**src/rtl/u2u8_pkg.sv**
```systemverilog
// Package for the UCS-2 to UTF-8 encoder.
// Holds the queue entry type, the register indexes and the encoding constants.
// No dependencies.
`timescale 1ns / 1ps
`default_nettype none

package u2u8_pkg;

	localparam int unsigned CFG_INDEX_W = 1;
	localparam int unsigned CFG_DATA_W  = 24;
	localparam int unsigned UNIT_W      = 16;
	localparam int unsigned TOTAL_W     = 24;

	localparam logic [CFG_INDEX_W-1:0] REG_COUNT_ONLY = 1'd0;
	localparam logic [CFG_INDEX_W-1:0] REG_BYTE_LIMIT = 1'd1;

	localparam logic [UNIT_W-1:0] MAX_ONE_BYTE = 16'h007f;
	localparam logic [UNIT_W-1:0] MAX_TWO_BYTE = 16'h07ff;
	localparam logic [7:0]        LEAD_TWO     = 8'hc0;
	localparam logic [7:0]        LEAD_THREE   = 8'he0;
	localparam logic [7:0]        CONT_MARK    = 8'h80;
	localparam logic [5:0]        CONT_MASK    = 6'h3f;

	typedef struct packed {
		logic       is_end;
		logic [1:0] len;
		logic [7:0] b0;
		logic [7:0] b1;
		logic [7:0] b2;
	} u2u8_entry_t;

endpackage

`default_nettype wire

```
**src/rtl/u2u8_in_if.sv**
```systemverilog
// Input channel of the UCS-2 to UTF-8 encoder: one code unit per transaction.
// Depends on u2u8_pkg.
`timescale 1ns / 1ps
`default_nettype none

interface u2u8_in_if;
	logic                          valid;
	logic                          ready;
	logic [u2u8_pkg::UNIT_W-1:0]   code_unit;

	modport source (output valid, output code_unit, input ready);
	modport sink   (input valid, input code_unit, output ready);
endinterface

`default_nettype wire

```
**src/rtl/u2u8_out_if.sv**
```systemverilog
// Result channel of the UCS-2 to UTF-8 encoder: one byte result per transaction.
// Depends on u2u8_pkg.
`timescale 1ns / 1ps
`default_nettype none

interface u2u8_out_if;
	logic                          valid;
	logic                          ready;
	logic [7:0]                    out_byte;
	logic                          byte_valid;
	logic                          last;
	logic                          finished;
	logic [u2u8_pkg::TOTAL_W-1:0]  total_bytes;

	modport source (output valid, output out_byte, output byte_valid, output last,
		output finished, output total_bytes, input ready);
	modport sink   (input valid, input out_byte, input byte_valid, input last,
		input finished, input total_bytes, output ready);
endinterface

`default_nettype wire

```
**src/rtl/u2u8_front.sv**
```systemverilog
// Front end: accepts code units, splits them into UTF-8 byte sequences and
// holds them in a two-entry queue. Depends on u2u8_pkg and u2u8_in_if.
`timescale 1ns / 1ps
`default_nettype none

module u2u8_front (
	input  wire                       clk,
	input  wire                       arst_n,
	u2u8_in_if.sink                   in_ch,
	output u2u8_pkg::u2u8_entry_t     head,
	output logic                      head_valid,
	input  wire                       pop
);

	u2u8_pkg::u2u8_entry_t entry_c;
	u2u8_pkg::u2u8_entry_t queue_q [2];
	logic                  wr_ptr_q;
	logic                  rd_ptr_q;
	logic [1:0]            fill_q;
	logic                  push;
	logic                  do_pop;
	logic [15:0]           cu;

	assign cu = in_ch.code_unit;

	always_comb begin
		entry_c.is_end = (cu == '0);
		entry_c.b1     = u2u8_pkg::CONT_MARK | {2'b00, cu[11:6] & u2u8_pkg::CONT_MASK};
		entry_c.b2     = u2u8_pkg::CONT_MARK | {2'b00, cu[5:0] & u2u8_pkg::CONT_MASK};
		if (cu <= u2u8_pkg::MAX_ONE_BYTE) begin
			entry_c.len = 2'd1;
			entry_c.b0  = cu[7:0];
		end else if (cu <= u2u8_pkg::MAX_TWO_BYTE) begin
			entry_c.len = 2'd2;
			entry_c.b0  = u2u8_pkg::LEAD_TWO | {3'b000, cu[10:6]};
			entry_c.b1  = u2u8_pkg::CONT_MARK | {2'b00, cu[5:0] & u2u8_pkg::CONT_MASK};
		end else begin
			entry_c.len = 2'd3;
			entry_c.b0  = u2u8_pkg::LEAD_THREE | {4'b0000, cu[15:12]};
		end
	end

	assign in_ch.ready = (fill_q != 2'd2);
	assign push        = in_ch.valid && in_ch.ready;
	assign head_valid  = (fill_q != 2'd0);
	assign do_pop      = pop && head_valid;
	assign head        = queue_q[rd_ptr_q];

	always_ff @(posedge clk) begin
		if (push) begin
			queue_q[wr_ptr_q] <= entry_c;
		end
	end

	always_ff @(posedge clk or negedge arst_n) begin
		if (!arst_n) begin
			wr_ptr_q <= 1'b0;
			rd_ptr_q <= 1'b0;
			fill_q   <= 2'd0;
		end else begin
			if (push) begin
				wr_ptr_q <= ~wr_ptr_q;
			end
			if (do_pop) begin
				rd_ptr_q <= ~rd_ptr_q;
			end
			case ({push, do_pop})
				2'b10:   fill_q <= fill_q + 2'd1;
				2'b01:   fill_q <= fill_q - 2'd1;
				default: fill_q <= fill_q;
			endcase
		end
	end

endmodule

`default_nettype wire

```
**src/rtl/u2u8_back.sv**
```systemverilog
// Back end: walks queued byte sequences one byte per cycle while the result
// channel is not stalled, keeps the running count and the limit state, and
// drives the registered result channel. Depends on u2u8_pkg and u2u8_out_if.
`timescale 1ns / 1ps
`default_nettype none

module u2u8_back #(
	parameter int unsigned COUNT_WIDTH = 24
) (
	input  wire                               clk,
	input  wire                               arst_n,
	input  u2u8_pkg::u2u8_entry_t             head,
	input  wire                               head_valid,
	output logic                              pop,
	input  wire                               count_only,
	input  wire [u2u8_pkg::CFG_DATA_W-1:0]    byte_limit,
	u2u8_out_if.source                        out_ch
);

	localparam int unsigned CMP_W = (COUNT_WIDTH > u2u8_pkg::CFG_DATA_W) ?
		COUNT_WIDTH : u2u8_pkg::CFG_DATA_W;

	logic [COUNT_WIDTH-1:0] count_q;
	logic                   limit_hit_q;
	logic [1:0]             idx_q;

	logic                   out_valid_q;
	logic [7:0]             out_byte_q;
	logic                   byte_valid_q;
	logic                   last_q;
	logic                   finished_q;
	logic [u2u8_pkg::TOTAL_W-1:0] total_q;

	logic                   load;
	logic [COUNT_WIDTH:0]   sum_len;
	logic [COUNT_WIDTH:0]   sum_one;
	logic [COUNT_WIDTH-1:0] cnt_len;
	logic [COUNT_WIDTH-1:0] cnt_one;
	logic                   stopped;
	logic                   hit;
	logic                   seq_last;
	logic [7:0]             cur_byte;

	logic [COUNT_WIDTH-1:0] count_d;
	logic                   limit_hit_d;
	logic [1:0]             idx_d;
	logic [7:0]             ob_d;
	logic                   bv_d;
	logic                   last_d;
	logic                   fin_d;

	assign load    = head_valid && (!out_valid_q || out_ch.ready);
	assign sum_len = {1'b0, count_q} + (COUNT_WIDTH + 1)'(head.len);
	assign sum_one = {1'b0, count_q} + (COUNT_WIDTH + 1)'(1);
	assign cnt_len = sum_len[COUNT_WIDTH] ? '1 : sum_len[COUNT_WIDTH-1:0];
	assign cnt_one = sum_one[COUNT_WIDTH] ? '1 : sum_one[COUNT_WIDTH-1:0];
	assign stopped = (byte_limit == '0) || limit_hit_q;
	assign hit     = CMP_W'(cnt_one) >= CMP_W'(byte_limit);
	assign seq_last = (idx_q == head.len - 2'd1);

	always_comb begin
		case (idx_q)
			2'd0:    cur_byte = head.b0;
			2'd1:    cur_byte = head.b1;
			default: cur_byte = head.b2;
		endcase
	end

	always_comb begin
		count_d     = count_q;
		limit_hit_d = limit_hit_q;
		idx_d       = idx_q;
		ob_d        = 8'h00;
		bv_d        = 1'b0;
		last_d      = 1'b1;
		fin_d       = 1'b1;
		pop         = 1'b0;
		if (load) begin
			if (head.is_end) begin
				bv_d        = !count_only && !stopped;
				count_d     = '0;
				limit_hit_d = 1'b0;
				pop         = 1'b1;
			end else if (count_only) begin
				count_d = cnt_len;
				fin_d   = 1'b0;
				pop     = 1'b1;
			end else if (stopped) begin
				pop = 1'b1;
			end else begin
				count_d = cnt_one;
				ob_d    = cur_byte;
				bv_d    = 1'b1;
				if (hit) begin
					limit_hit_d = 1'b1;
					idx_d       = 2'd0;
					pop         = 1'b1;
				end else begin
					fin_d  = 1'b0;
					last_d = seq_last;
					if (seq_last) begin
						idx_d = 2'd0;
						pop   = 1'b1;
					end else begin
						idx_d = idx_q + 2'd1;
					end
				end
			end
		end
	end

	always_ff @(posedge clk or negedge arst_n) begin
		if (!arst_n) begin
			count_q     <= '0;
			limit_hit_q <= 1'b0;
			idx_q       <= 2'd0;
			out_valid_q <= 1'b0;
		end else begin
			count_q     <= count_d;
			limit_hit_q <= limit_hit_d;
			idx_q       <= idx_d;
			if (load) begin
				out_valid_q <= 1'b1;
			end else if (out_ch.ready) begin
				out_valid_q <= 1'b0;
			end
		end
	end

	always_ff @(posedge clk) begin
		if (load) begin
			out_byte_q   <= ob_d;
			byte_valid_q <= bv_d;
			last_q       <= last_d;
			finished_q   <= fin_d;
			total_q      <= u2u8_pkg::TOTAL_W'(head.is_end ? count_q : count_d);
		end
	end

	assign out_ch.valid       = out_valid_q;
	assign out_ch.out_byte    = out_byte_q;
	assign out_ch.byte_valid  = byte_valid_q;
	assign out_ch.last        = last_q;
	assign out_ch.finished    = finished_q;
	assign out_ch.total_bytes = total_q;

endmodule

`default_nettype wire

```
**src/rtl/ucs2_to_utf8_encoder_unit.sv**
```systemverilog
// UCS-2 to UTF-8 encoder, top level: configuration registers, front end with
// its queue, and the byte-serial back end. Depends on u2u8_pkg and the channel interfaces.
// Path: a code unit goes through the front-end queue, then the back-end output register.
// Rate: the back end emits one byte per cycle into its output register while the result
// channel is not stalled; in count-only mode it takes one whole code unit per result.
// Reset: clears the queue, the count, the limit state and both config registers.
`timescale 1ns / 1ps
`default_nettype none

module ucs2_to_utf8_encoder_unit #(
	parameter int unsigned COUNT_WIDTH = 24
) (
	input  wire                                clk,
	input  wire                                arst_n,
	input  wire                                cfg_we,
	input  wire [u2u8_pkg::CFG_INDEX_W-1:0]    cfg_index,
	input  wire [u2u8_pkg::CFG_DATA_W-1:0]     cfg_wdata,
	u2u8_in_if.sink                            in_ch,
	u2u8_out_if.source                         out_ch
);

	logic                              count_only_q;
	logic [u2u8_pkg::CFG_DATA_W-1:0]   byte_limit_q;
	u2u8_pkg::u2u8_entry_t             head;
	logic                              head_valid;
	logic                              pop;

	always_ff @(posedge clk or negedge arst_n) begin
		if (!arst_n) begin
			count_only_q <= 1'b0;
			byte_limit_q <= '0;
		end else if (cfg_we) begin
			case (cfg_index)
				u2u8_pkg::REG_COUNT_ONLY: count_only_q <= cfg_wdata[0];
				u2u8_pkg::REG_BYTE_LIMIT: byte_limit_q <= cfg_wdata;
				default: ;
			endcase
		end
	end

	u2u8_front u_front (
		.clk        (clk),
		.arst_n     (arst_n),
		.in_ch      (in_ch),
		.head       (head),
		.head_valid (head_valid),
		.pop        (pop)
	);

	u2u8_back #(
		.COUNT_WIDTH (COUNT_WIDTH)
	) u_back (
		.clk        (clk),
		.arst_n     (arst_n),
		.head       (head),
		.head_valid (head_valid),
		.pop        (pop),
		.count_only (count_only_q),
		.byte_limit (byte_limit_q),
		.out_ch     (out_ch)
	);

endmodule

`default_nettype wire
```
**src/flat_wrapper.sv**
```systemverilog
// flat-port wrapper written by rule: the top's interface ports become plain ports
module ucs2_to_utf8_encoder_unit_flat 
#(
	parameter int unsigned COUNT_WIDTH = 24
)
  (clk, arst_n, cfg_we, cfg_index, cfg_wdata, in_ch_valid, in_ch_code_unit, in_ch_ready, out_ch_valid, out_ch_out_byte, out_ch_byte_valid, out_ch_last, out_ch_finished, out_ch_total_bytes, out_ch_ready);
  u2u8_in_if in_ch_i ();
  u2u8_out_if out_ch_i ();
  input  wire clk;
  input  wire arst_n;
  input  wire cfg_we;
  input  wire [u2u8_pkg::CFG_INDEX_W-1:0] cfg_index;
  input  wire [u2u8_pkg::CFG_DATA_W-1:0] cfg_wdata;
  input wire logic [$bits(in_ch_i.valid)-1:0] in_ch_valid;
  input wire logic [$bits(in_ch_i.code_unit)-1:0] in_ch_code_unit;
  output wire logic [$bits(in_ch_i.ready)-1:0] in_ch_ready;
  output wire logic [$bits(out_ch_i.valid)-1:0] out_ch_valid;
  output wire logic [$bits(out_ch_i.out_byte)-1:0] out_ch_out_byte;
  output wire logic [$bits(out_ch_i.byte_valid)-1:0] out_ch_byte_valid;
  output wire logic [$bits(out_ch_i.last)-1:0] out_ch_last;
  output wire logic [$bits(out_ch_i.finished)-1:0] out_ch_finished;
  output wire logic [$bits(out_ch_i.total_bytes)-1:0] out_ch_total_bytes;
  input wire logic [$bits(out_ch_i.ready)-1:0] out_ch_ready;
  assign in_ch_i.valid = in_ch_valid;
  assign in_ch_i.code_unit = in_ch_code_unit;
  assign in_ch_ready = in_ch_i.ready;
  assign out_ch_valid = out_ch_i.valid;
  assign out_ch_out_byte = out_ch_i.out_byte;
  assign out_ch_byte_valid = out_ch_i.byte_valid;
  assign out_ch_last = out_ch_i.last;
  assign out_ch_finished = out_ch_i.finished;
  assign out_ch_total_bytes = out_ch_i.total_bytes;
  assign out_ch_i.ready = out_ch_ready;
  ucs2_to_utf8_encoder_unit #(.COUNT_WIDTH(COUNT_WIDTH)) u_core (.clk(clk), .arst_n(arst_n), .cfg_we(cfg_we), .cfg_index(cfg_index), .cfg_wdata(cfg_wdata), .in_ch(in_ch_i), .out_ch(out_ch_i));
endmodule
```
**config.mk**
```make
export PLATFORM = sky130hd
export DESIGN_NAME = ucs2_to_utf8_encoder_unit_flat
export DESIGN_NICKNAME = d
export VERILOG_FILES = /design/src/rtl/u2u8_pkg.sv /design/src/rtl/u2u8_in_if.sv /design/src/rtl/u2u8_out_if.sv /design/src/rtl/u2u8_front.sv /design/src/rtl/u2u8_back.sv /design/src/rtl/ucs2_to_utf8_encoder_unit.sv /design/src/flat_wrapper.sv
export SDC_FILE = /design/constraint.sdc
export NUM_CORES = 1
export LEC_CHECK = 0
export BUFFER_PORTS_ARGS = -buffer_cell sky130_fd_sc_hd__buf_2
export CORE_MARGIN = 4
export CORE_UTILIZATION = 40
export DETAILED_ROUTE_END_ITERATION = 12
export SYNTH_ARGS = -nofsm -noshare
export SYNTH_HDL_FRONTEND = slang
export SYNTH_SLANG_ARGS = --single-unit
```
**constraint.sdc**
```tcl
create_clock -name clk -period 10.2 [get_ports clk]
set_clock_uncertainty 0.1 [all_clocks]
set_input_delay 1.53 -clock clk [delete_from_list [all_inputs] [get_ports clk]]
set_output_delay 1.53 -clock clk [all_outputs]
set_load 0.02 [all_outputs]
```
After elaboration in Yosys (flattened, before gate mapping)
Memories as Yosys holds them, arrays and structs flattened.
Index checks and enable logic that the tools add are counted.
{ "op_classes": {"add_sub_neg": 6, "n_lt_le_gt_ge": 3, "n_eq_ne": 7, "n_mux": 35, "bitwise_logic": 6, "n_reduce_logical": 22} }
{ "ops": {"columns": ["operator", "n"], "rows": [
  ["24-bit 2-to-1 mux", 7],
  ["24-bit by 1-bit adder with 25-bit output, second input constant", 1],
  ["24-bit by 2-bit adder with 25-bit output", 1],
  ["24-bit >= comparator", 1],
  ["24-bit logical NOT", 1],
  ["1-bit 2-to-1 mux", 20],
  ["16-bit by 11-bit <= comparator with 1-bit output, second input constant", 1],
  ["16-bit by 7-bit <= comparator with 1-bit output, second input constant", 1],
  ["16-bit logical NOT", 1],
  ["8-bit one-hot mux with 2 select lines", 1],
  ["10-bit 2-to-1 mux", 1],
  ["9-bit 2-to-1 mux", 1],
  ["8-bit 2-to-1 mux", 1],
  ["4-bit AND reduction", 2],
  ["2-bit nonzero test", 4],
  ["6-bit 2-to-1 mux", 1],
  ["2-bit inequality test, second input constant", 3],
  ["1-bit inverter", 6],
  ["2-bit by 1-bit adder with 2-bit output, second input constant", 2],
  ["2-bit by 1-bit equality test with 1-bit output, second input constant", 2],
  ["1-bit logical AND", 4],
  ["2-bit 2-to-1 mux", 2],
  ["2-bit one-hot mux with 2 select lines", 1],
  ["2-bit AND reduction", 2],
  ["other kinds (8)", 12]
]} }
{ "totals": {"reg_bits": 92, "ramBits": 50, "input_bits": 46, "out_inout_bits": 37, "mem_count": 1} }
{ "memory_table": {"columns": ["name", "depth", "word_bits", "rd", "rd_clocked_by_memory_dff", "wr", "line", "rtl"], "rows": [
  ["u_core.u_front.queue_q", 2, 25, 1, 0, 1, "u2u8_front.sv:16", "u2u8_pkg::u2u8_entry_t queue_q [2];"]
]} }

Longest topological paths before layout
An unclocked memory read counts as a cell.
{ "logic_depth": {"ltp_word": 12, "ltp_mapped": 20, "ltp_nobuf": 18} }

Cells and area by module
A second synthesis with hierarchy kept.
{ "hier_totals": {"hier_cells": 839, "hier_area_um2": 8461.9} }
{ "modules_own_cells": {"columns": ["module", "instances", "cells_per_inst", "area_per_inst_um2", "seq_area_each_um2"], "rows": [
  ["u2u8_back", 1, 650, 5287.6, 1751.7],
  ["u2u8_front", 1, 135, 2157.1, 1481.4],
  ["ucs2_to_utf8_encoder_unit", 1, 54, 1017.2, 625.6]
]} }

Worst setup path before layout
No wires, ideal clock.
{ "synth_timing": {"path_kind": "in2reg", "startpoint": "input port out_ch_ready", "endpoint": "register u_core.u_back.byte_valid_q (netlist: u_core.u_back.out_ch.byte_valid) (enable)", "arrival_ns": 3.337, "t_required_ns": 9.687, "setup_slack_ns": 6.351, "path_stages": 5, "n_path_buf": 2, "cell_sequence": "nand2b_1 -> o21ai_1 -> inv_1 -> clkbuf_1 -> clkbuf_1"} }
{ "synth_via": {"elab_chain_cells": 2} }
{ "synth_lines": {"columns": ["element", "line", "rtl"], "rows": [
  ["start: declaration", "flat_wrapper.sv:23", "input wire logic [$bits(out_ch_i.ready)-1:0] out_ch_ready;"],
  ["1-bit logical OR", "u2u8_back.sv:52", "assign load = head_valid && (!out_valid_q || out_ch.ready);"],
  ["1-bit logical AND", "u2u8_back.sv:52", null],
  ["net u_core.u_back.load", "u2u8_back.sv:34", "logic load;"],
  ["end signal: assignment", "u2u8_back.sv:133", "byte_valid_q <= bv_d;"],
  ["end: declaration", "u2u8_back.sv:29", "logic byte_valid_q;"]
]} }
The timed path passes the listed nets, and every way through them passes these cells.
A chain may end at the register's enable or synchronous reset.

Worst setup path in the final report
{ "layout_timing": {"startpoint": "register u_core.u_back.count_q[13]", "endpoint": "register u_core.u_front.fill_q[1]"} }
{ "layout_via": {"elab_chain_cells": 11, "elab_cells_between_ends": 13} }
{ "layout_lines": {"columns": ["element", "line", "rtl"], "rows": [
  ["start: declaration", "u2u8_back.sv:23", "logic [COUNT_WIDTH-1:0] count_q;"],
  ["start signal: assignment", "u2u8_back.sv:119", "count_q <= count_d;"],
  ["24-bit by 1-bit adder with 25-bit output (*)", "u2u8_back.sv:54", "assign sum_one = {1'b0, count_q} + (COUNT_WIDTH + 1)'(1);"],
  ["24-bit 2-to-1 mux (*)", "u2u8_back.sv:56", "assign cnt_one = sum_one[COUNT_WIDTH] ? '1 : sum_one[COUNT_WIDTH-1:0];"],
  ["24-bit >= comparator (*)", "u2u8_back.sv:58", "assign hit = CMP_W'(cnt_one) >= CMP_W'(byte_limit);"],
  ["1-bit 2-to-1 mux (*)", "u2u8_back.sv:94", "if (hit) begin"],
  ["1-bit 2-to-1 mux (*)", "u2u8_back.sv:88", "end else if (stopped) begin"],
  ["1-bit 2-to-1 mux (*)", "u2u8_back.sv:84", "end else if (count_only) begin"],
  ["1-bit 2-to-1 mux (*)", "u2u8_back.sv:79", "if (head.is_end) begin"],
  ["1-bit 2-to-1 mux (*)", "u2u8_back.sv:78", "if (load) begin"],
  ["1-bit logical AND (*)", "u2u8_front.sv:46", "assign do_pop = pop && head_valid;"],
  ["net u_core.u_front.do_pop", "u2u8_front.sv:21", "logic do_pop;"],
  ["2-bit by 1-bit equality test with 1-bit output / 2-bit equality test (equally long branches)", "u2u8_front.sv:67", "case ({push, do_pop})"],
  ["2-bit one-hot mux with 2 select lines / 2-bit nonzero test (equally long branches)", null, null],
  ["end signal: assignment", "u2u8_front.sv:68", "2'b10: fill_q <= fill_q + 2'd1;"],
  ["end signal: assignment", "u2u8_front.sv:69", "2'b01: fill_q <= fill_q - 2'd1;"],
  ["end signal: assignment", "u2u8_front.sv:70", "default: fill_q <= fill_q;"],
  ["end: declaration", "u2u8_front.sv:19", "logic [1:0] fill_q;"]
]} }
Mark *: on every way through the listed nets, which the timed path passes. The rest lies on a longest branch.

==> metrics <==
I/O pins 83; CTS hold repair buffers 0; row count 52; CTS root buffer clkbuf_16; Worst Tran Pin Value around 1.1 ns; clock latency on the worst-skew pair approximately 0.44 ns; nets 973; final hold violations 0; Synth Register Bits 138; crit-path cells nand3_1, nor3_2, nand3_1, buf_4, nand2_1, ha_1, a211o_1, a21oi_1, o21ai_0, a211oi_1, o211ai_1, o21ai_0, inv_1, ha_1, xnor2_1, nor2_1, xor2_1; die area 23200 um2; DRT iter0 DRCs slightly above 500; Syn Inst Count approximately 840; total track usage 19.9%; Worst VDD drop roughly 120 uV; Post-synth EDFFs 81; initial antenna violation count 0; setup tns final 0 ns; Synth area leaders edfxtp_1 29%, dfrtp_1 17%, ha_1 4.5%; worst hold path class flop to flop; MaxCap Viol Count 0; Startpoint Class flop; largest net degree at the start of global routing between 50 and 60; Detail Route Antenna Nets 0; H-tree depth 4; CP Data Arrival Time 4.77 ns; Critical Path Max Stage Delay 0.63 ns; Routed WL 23.4 mm; Static Leak 3.90 nW; first-pass GRT wire length ~37 mm; Initial Util between 40% and 50%; DP HPWL 16.4 mm; routed via count 6788; Synth Area in XOR/XNOR 3.89%; total gr overflow 0; dpl ws roughly 5.8 ns; count leader, synth edfxtp_1; Cells after DPL 1147; RSZ-0062 raised after global routing no; post-route insts no fill 1179; Relative slew margins between 20 and 30%; CTS buffer count 17; Worst-path clk slew ~0.070 ns; Simple-Gate Fraction of Synth Area 16.9%; ys async rst share 41.3%; Critical Path Sink Type flop; adder-cell share of the synthesized area 4.75%; setup bufs post-CTS 0; Die H 152 um; layout cells sized above 1 21.3%; Synth top cells by count 81 x edfxtp_1, 79 x nand2_1, 66 x a21oi_1; DRC viols 0; worst-path maximum fanout 24; PnR Total Power approximately 0.0027 W; Synth warnings 0; core box area between 20000 and 25000 um2; Die X about 150 um; DR vias/cell ~5.8; status completed; post-synthesis sequential area ratio 46.4%; number of I/O port buffers 82; Syn Std Cell Area 8320 um2; Critical-path top delay cell dfrtp_1; placer congestion estimate 0.951; largest delay contributor family on the critical path simple AND/OR/NAND/NOR gates; final period utilization 44.6%; fin crit period ~4.5 ns; required time of the worst setup path 10.42 ns; CTS tree built; post-synthesis mux area share under 10%; fill cell count roughly 1900; Slew Viols, Final 0; fin worst setup slack between 5 and 6 ns; WL per Instance 19.8 um; clock tree buffer depth 2; drt first pass iters 5; main combinational cell family by area after synthesis compound AO/OA/AOI/OAI gates; syn_area_per_cell between 9 and 10 um2; Fin Hold WS ~0.42 ns; predominant post-synthesis flop cell edfxtp_1; vias in the first global route 6740; Synth area leader edfxtp_1; f_max 220 MHz; Post-CTS Resized 0; antenna cells 0; WS Path Type flop to flop; clock sink count 138; Synth Net Count 912; post-synth top area share 29.2%; post-synth cell types 70; Power Density 284 nW/um2; complex-gate fraction of the synthesized area between 15 and 20%; # setup viols final 0; Area growth syn-to-layout 14.8%; crit path buf inv count 2
-- final timing paths --
kind / from / to / slack, ns / cells after the start
setup / recovery: u_core.u_back.count_q[13] / u_core.u_front.fill_q[1] / 5.65 / 17
hold / removal: u_core.u_front.fill_q[1] / u_core.u_front.fill_q[1] / 0.42 / 1
setup reg to reg: u_core.u_back.count_q[13] / u_core.u_front.fill_q[1] / 5.65 / 17
hold reg to reg: u_core.u_front.fill_q[1] / u_core.u_front.fill_q[1] / 0.42 / 1
max in group asynchronous: arst_n / u_core.u_back.count_q[15] / 8.32 / 2
min in group asynchronous: arst_n / u_core.byte_limit_q[4] / 1.17 / 2
-- through the flow --
step / instance area, um2 / util (%)
3_3_place_gp: 8930 / 43.8
5_1_grt: 9550 / 46.9
2_1_floorplan: 8320 / -
6_report: 9550 / 46.9
4_1_cts: 9550 / 46.9
3_5_place_dp: 8930 / 43.8
-- state kept, by name, summed over array words and instances (netlist names), 2 cells and up --
register and cells:
u_core.u_front.fill_q 2, u_core.u_back.count_q 24, u_core.u_back.idx_q 2, u_core.u_front.queue_q 46, u_core.byte_limit_q 24, u_core.u_back.out_ch.out_byte 8, u_core.u_back.out_ch.total_bytes 24
-- cell families (layout without fill, tap and decap cells) --
kind of cell,count (synthesis),count (layout)
buffers and inverters,93,167
flip-flops,138,138
adder cells (fa/ha/maj),31,31
AND/OR/NAND/NOR,267,267
XOR/XNOR,37,37
multiplexers,38,38
AO/OA/AOI/OAI,231,231
-- placed cells by master, fill, tap and decap left out, drive strengths merged, types with 3 or more instances in the layout --
cell,n
buf,93
edfxtp,81
nand2,79
a21oi,66
nor2,65
dfrtp,57
inv,50
o21ai,47
mux2,31
ha,30
xnor2,26
nand3,25
nor4,18
o22a,17
clkbuf,17
and3,16
a211oi,16
a31oi,16
nor3,16
nand4,15
a22o,12
xor2,11
o21a,10
nand2b,8
a21o,7
o22ai,7
mux2i,7
clkinv,7
or2,5
or4,5
and4,4
and2,4
nor2b,4
o31a,4
a211o,3
o32a,3
-- final cells by class --
type | count | area [um2] | area share [%]
repair buffers | 93 | 493 | 5.16
flip-flops and latches | 138 | 3860 | 40.4
inverters | 42 | 158 | 1.65
multi-input cells | 604 | 4080 | 42.7
well taps | 270 | 338 | 3.54
clock inverters | 15 | 196 | 2.06
clock buffers | 17 | 425 | 4.45
-- report_power, final --
group	total, W	switching [W]	internal [W]
logic	0.00111	0.000714	0.000401
clock network	0.000638	0.000302	0.000336
registers	0.000956	0.000152	0.000804
-- per-layer routing --
layer | up-vias | part of all wire (%) | track usage, %
met4 | 0 | 2.6 | 6.93
li1 | 3222 | - | -
met1 | 3292 | 43 | 25.6
met2 | 231 | 49 | 33.9
met5 | - | 0 | 0
met3 | 43 | 5.4 | 3.55
Note: power is estimated with default switching activity, not from simulation.
